`config.mk`:
```
export PLATFORM = sky130hd
export DESIGN_NAME = fsd_ctrl
export DESIGN_NICKNAME = d
export VERILOG_FILES = /design/src/hw/rtl/fsd_pkg.sv /design/src/hw/rtl/fsd_ctrl.sv
export SDC_FILE = /design/constraint.sdc
export NUM_CORES = 1
export LEC_CHECK = 0
export BUFFER_PORTS_ARGS = -buffer_cell sky130_fd_sc_hd__buf_2
export CAP_MARGIN = 0
export CORE_AREA = 8 8 45 47
export CTS_BUF_LIST = sky130_fd_sc_hd__clkbuf_16
export DETAILED_ROUTE_END_ITERATION = 8
export DIE_AREA = 0 0 53 55
export PLACE_DENSITY = 0.52
export REMOVE_ABC_BUFFERS = 1
export SLEW_MARGIN = 10
export SYNTH_ARGS = -nofsm -noshare
export SYNTH_HDL_FRONTEND = slang
export SYNTH_SLANG_ARGS = --single-unit
```
`constraint.sdc`:
```
create_clock -name clk -period 3.9 [get_ports clk]
set_input_delay 0.195 -clock clk [delete_from_list [all_inputs] [get_ports clk]]
set_output_delay 0.195 -clock clk [all_outputs]
set_load 0.05 [all_outputs]
```
`src/hw/rtl/fsd_pkg.sv`:
```
// Shared types and constants of the framebuffer shape drawer.
`default_nettype none

package fsd_pkg;

	// Command codes carried in the action field.
	localparam logic [2:0] ACT_READ   = 3'd0;
	localparam logic [2:0] ACT_SET    = 3'd1;
	localparam logic [2:0] ACT_FILL   = 3'd2;
	localparam logic [2:0] ACT_SQUARE = 3'd3;
	localparam logic [2:0] ACT_CIRCLE = 3'd4;

	// Configuration register indexes.
	localparam logic REG_WIDTH  = 1'b0;
	localparam logic REG_HEIGHT = 1'b1;

	// Field widths.
	localparam int ACTION_W = 3;
	localparam int POS_W    = 6;
	localparam int SIZE_W   = 6;
	localparam int CHAN_W   = 8;
	localparam int DIM_W    = 7;
	localparam int PIXEL_W  = 4 * CHAN_W;

	// Input beat: the fields packed from the lowest bit up, padded to whole bytes.
	localparam int IN_FIELDS_W = ACTION_W + 2 * POS_W + SIZE_W + PIXEL_W;
	localparam int IN_DATA_W   = ((IN_FIELDS_W + 7) / 8) * 8;

	// Reset value of both frame dimension registers.
	localparam logic [DIM_W-1:0] DIM_RESET = 7'd64;

	// Signed scan coordinate: covers a circle box left of column 0 and a
	// frame edge up to 126.
	localparam int COORD_W = 8;
	typedef logic signed [COORD_W-1:0] coord_t;

	// Radius plus one, squared.
	localparam int LIM_W = 2 * (SIZE_W + 1);

	// Commands from the controller to the datapath.
	typedef struct packed {
		logic load;       // capture the accepted input beat
		logic setup;      // work out and register the clipped scan box
		logic scan_start; // start the pixel scan over the box
		logic out_load;   // move the read result into the output register
	} fsd_cmd_t;

	// Status from the datapath to the controller.
	typedef struct packed {
		logic clearing;   // the reset clearing pass is still running
		logic busy;       // scan or pixel stage still has work in flight
		logic box_empty;  // the clipped box holds no pixel
		logic is_read;    // the held command is a pixel read
		logic act_known;  // the held command code is one of the five commands
		logic out_free;   // the output register can take a result this cycle
	} fsd_status_t;

endpackage

`default_nettype wire

```
`src/hw/rtl/fsd_ctrl.sv`:
```
// Command sequencer of the framebuffer shape drawer.
`default_nettype none

module fsd_ctrl
	import fsd_pkg::*;
(
	input  wire logic        clk,
	input  wire logic        arst_n,
	input  wire logic        s_tvalid,
	output logic             s_tready,
	output fsd_cmd_t         cmd,
	input  wire fsd_status_t status
);

	typedef enum logic [2:0] {
		ST_CLEAR,
		ST_IDLE,
		ST_SETUP,
		ST_BRANCH,
		ST_RUN,
		ST_RESP
	} state_t;

	state_t state_q;
	logic   ready_q;

	// Commands decoded from the current state.
	assign s_tready       = ready_q;
	assign cmd.load       = s_tvalid & ready_q;
	assign cmd.setup      = (state_q == ST_SETUP);
	assign cmd.scan_start = (state_q == ST_BRANCH) & status.act_known & ~status.box_empty;
	assign cmd.out_load   = (state_q == ST_RESP) & status.out_free;

	// State register and the registered ready flag.
	always_ff @(posedge clk or negedge arst_n) begin
		if (!arst_n) begin
			state_q <= ST_CLEAR;
			ready_q <= 1'b0;
		end else begin
			case (state_q)
				ST_CLEAR: begin
					if (!status.clearing) begin
						state_q <= ST_IDLE;
						ready_q <= 1'b1;
					end
				end
				ST_IDLE: begin
					if (s_tvalid && ready_q) begin
						state_q <= ST_SETUP;
						ready_q <= 1'b0;
					end
				end
				ST_SETUP: begin
					state_q <= ST_BRANCH;
				end
				ST_BRANCH: begin
					// Unknown codes and empty drawing boxes finish at once; an
					// out-of-frame read still answers.
					if (!status.act_known) begin
						state_q <= ST_IDLE;
						ready_q <= 1'b1;
					end else if (status.box_empty) begin
						if (status.is_read) begin
							state_q <= ST_RESP;
						end else begin
							state_q <= ST_IDLE;
							ready_q <= 1'b1;
						end
					end else begin
						state_q <= ST_RUN;
					end
				end
				ST_RUN: begin
					if (!status.busy) begin
						if (status.is_read) begin
							state_q <= ST_RESP;
						end else begin
							state_q <= ST_IDLE;
							ready_q <= 1'b1;
						end
					end
				end
				ST_RESP: begin
					if (status.out_free) begin
						state_q <= ST_IDLE;
						ready_q <= 1'b1;
					end
				end
				default: begin
					state_q <= ST_CLEAR;
					ready_q <= 1'b0;
				end
			endcase
		end
	end

	// No beat is taken before the frame store is clear.
	a_no_ready_while_clearing: assert property (
		@(posedge clk) disable iff (!arst_n) status.clearing |-> !s_tready
	) else $error("input ready while the frame store is being cleared");

	// A command in progress blocks the input.
	a_no_ready_while_running: assert property (
		@(posedge clk) disable iff (!arst_n)
		(state_q == ST_RUN || state_q == ST_RESP) |-> !ready_q
	) else $error("input ready while a command is still in progress");

	// A scan starts only with the pixel pipeline empty.
	a_scan_starts_idle: assert property (
		@(posedge clk) disable iff (!arst_n) cmd.scan_start |-> !status.busy
	) else $error("scan started with pixel work still in flight");

endmodule

`default_nettype wire

```
==> run summary <==
Critical Path RT - 4010 ps
Worst Setup SP - state_q[0]
critical path class - flop to flop
main flop type after synthesis - dfrtp_1
Worst path max stage delay - 620 ps
yosys warns - 0
Inst Count DP - 67
Layout Skew - 3.17 ps
Via-to-Cell Ratio - 4.77
Overall Power - 499 uW
Worst Setup End Kind - flop
Initial Util - 0.265
Post-synth EDFFs - 0
total CTS buffers - 3
crit-path max FO - 13
Die Ht - 55 um
clock-pin transition on the worst setup and hold timing paths - 30 ps
Pleak - 0.000235 uW
Area Overhead vs Synth - 42.3%
DRT iter0 DRCs - 1
Total Die Area - 0.00292 sq mm
FF-to-FF Start - state_q[0]
Critical Path AT - 1770 ps
Fin Setup TNS - 0 ps
TritonCTS clock tree - built
Final #Nets - 66
post-layout min period - 1660 ps
combinational share of power - 0.451
ANT nets after route - 0
PwrDens - 957 mW/mm^2
switching share of power - 0.400
postcts setup bufs - 0
post-synthesis async set-or-reset flop share - 1.00
fin crit share - 0.426
vias in the first global route - 366
antenna violations before repair - 0
number of I/O pins - 14
area leader, netlist - dfrtp_1
Clk network pwr share - 0.324
share of cells above drive strength 1 - 0.400
status - complete, no violations
worst hold path class - primary input to flop
Worst Path Buf+Inv - 0
Synth top cells by count - 6 x nand2b_1, 5 x nor2_1, 4 x a21oi_1, 4 x dfrtp_1
CTS Sinks - 4
H-tree levels - 1
drt wl/cell - 12.6 um
Sequential Power Share - 0.225
post-cts resize count - 0
Synth Instances - 40
Least-Margin Pin Slew - 470 ps
crit start category - flop
fill count - 151
Pre-antenna DRT Iters - 4
CTS max path bufs - 2
Finished Core Util - 0.377
register area share after synthesis - 0.273
Synth Cell Area - 367 sq um
post-route insts no fill - 71
clock latency on the worst-skew pair - 230 ps
Chip Width - 53 um
f_max - 0.602 GHz
Slew Limit Fails - 0
Avg Inst Size Synth - 9.17 sq um
hold_sp - status[2]
Max-cap violations - 0
routed via count - 339
final setup vio count - 0
Final HPWL DP - 642 um
CP top delay family - flip-flops
row count - 14
Post-Route WL - 893 um
gp weighted congestion - 0.736
Seq cells post-synth - 4
Internal Power - 299 uW
gr usage total - 0.0777
GRT overflow - 0
hold buffers post-CTS - 1
antenna cell count - 0
CTS Root Cell - clkbuf_16
IO Port Bufs - 13
Core ar. - 0.00138 sq mm
Max-Slew Margin vs Limit - 0.687
post-route cell area - 522 sq um
final hold vios - 0
crit path cell chain - nor2_1 -> a2111oi_4 -> nor3_2 -> mux2_4
Post-DP Area - 437 sq um
first-pass GRT wire length - 1590 um
DRC - 0
Yosys top cell area share - 0.273
maximum VDD drop - 0.405 mV
unrepaired setup endpoints after global routing - no
pin count of the biggest net entering global routing - 14
Netlist cell types - 21
Area contributors post-synth - dfrtp_1 27%, nand2b_1 10%, a2111oi_4 7.5%
CP max-delay cell - dfrtp_1
switching power - 200 uW
most common cell in the synthesized netlist - nand2b_1
[kinds of logic after synthesis]
kind of cell	Yosys count	share of synthesized area
AOI/OAI and AO/OA	11	0.242
buffers and inverters	2	0.0409
DFF	4	0.273
muxes	1	0.0409
and+or+nand+nor	22	0.403
[power by group through the flow]
stage,clock (uW),sequential [uW],combinational (uW)
global route,171,122,246
floorplan,0,118,173
global placement,0,113,225
CTS,165,112,228
detailed placement,0,112,225
finish,162,112,225
[sequential cells by signal (all words and copies together), names as in the netlist]
register  flops
state_q       3
s_tready      1
[metal layers]
| metal | vias up | global-route usage | share of wire |
|---|---|---|---|
| met2 | 14 | 0.107 | 0.43 |
| met3 | 2 | 0.0348 | 0.082 |
| met1 | 151 | 0.0855 | 0.47 |
| met4 | 0 | 0.0776 | 0.024 |
| met5 | - | 0 | 0 |
| li1 | 172 | - | - |
[layout make-up]
cell class / count / area, sq um / area share
flip-flops and latches: 4 / 100 / 0.192
repair buffers: 14 / 75.1 / 0.144
clock buffers: 3 / 75.1 / 0.144
multi-input cells: 34 / 251 / 0.482
well taps: 16 / 20.0 / 0.0384
[cell usage in the layout, fill, tap and decap left out]
cell type	netlist	routed
or3_1	1	1
dfrtp_1	4	4
nor3_2	1	1
and2_4	1	1
nor2b_1	1	1
a41oi_1	1	1
dlygate4sd3_1	0	1
o21bai_1	1	1
nand3b_1	1	1
a21oi_1	4	4
nand2b_1	6	6
nor2_4	1	1
a22oi_1	1	1
and2b_1	2	2
a2111oi_4	1	1
nor3b_4	1	1
mux2_4	1	1
clkbuf_16	0	3
a211oi_1	1	1
o21ai_0	2	2
nand2_1	2	2
buf_2	0	13
nor2_1	5	5
[worst register-to-register path, cell delays in order (launching register included)]
cell,delay [ps]
dfrtp_1,620
nor2_1,150
a2111oi_4,380
nor3_2,100
mux2_4,300
[through the flow]
stage / setup WS (ps) / hold slack (ps)
finish: 2240 / 290
global route: 2110 / 310
CTS: 2230 / 294
detailed placement: 2240 / 2.68
global placement: 2260 / 4.67
floorplan: 2150 / -101
[worst paths after layout]
kind                                   end  slack (ps)  cells past startpoint
min in group asynchronous         s_tready         310                      2
worst min-delay path            state_q[2]         290                      3
worst max-delay path              s_tready        2240                      4
max in group asynchronous       state_q[2]        3480                      2
worst max register to register    s_tready        2240                      4
worst min register to register    s_tready         600                      1
Note: power is estimated with default switching activity, not from simulation.
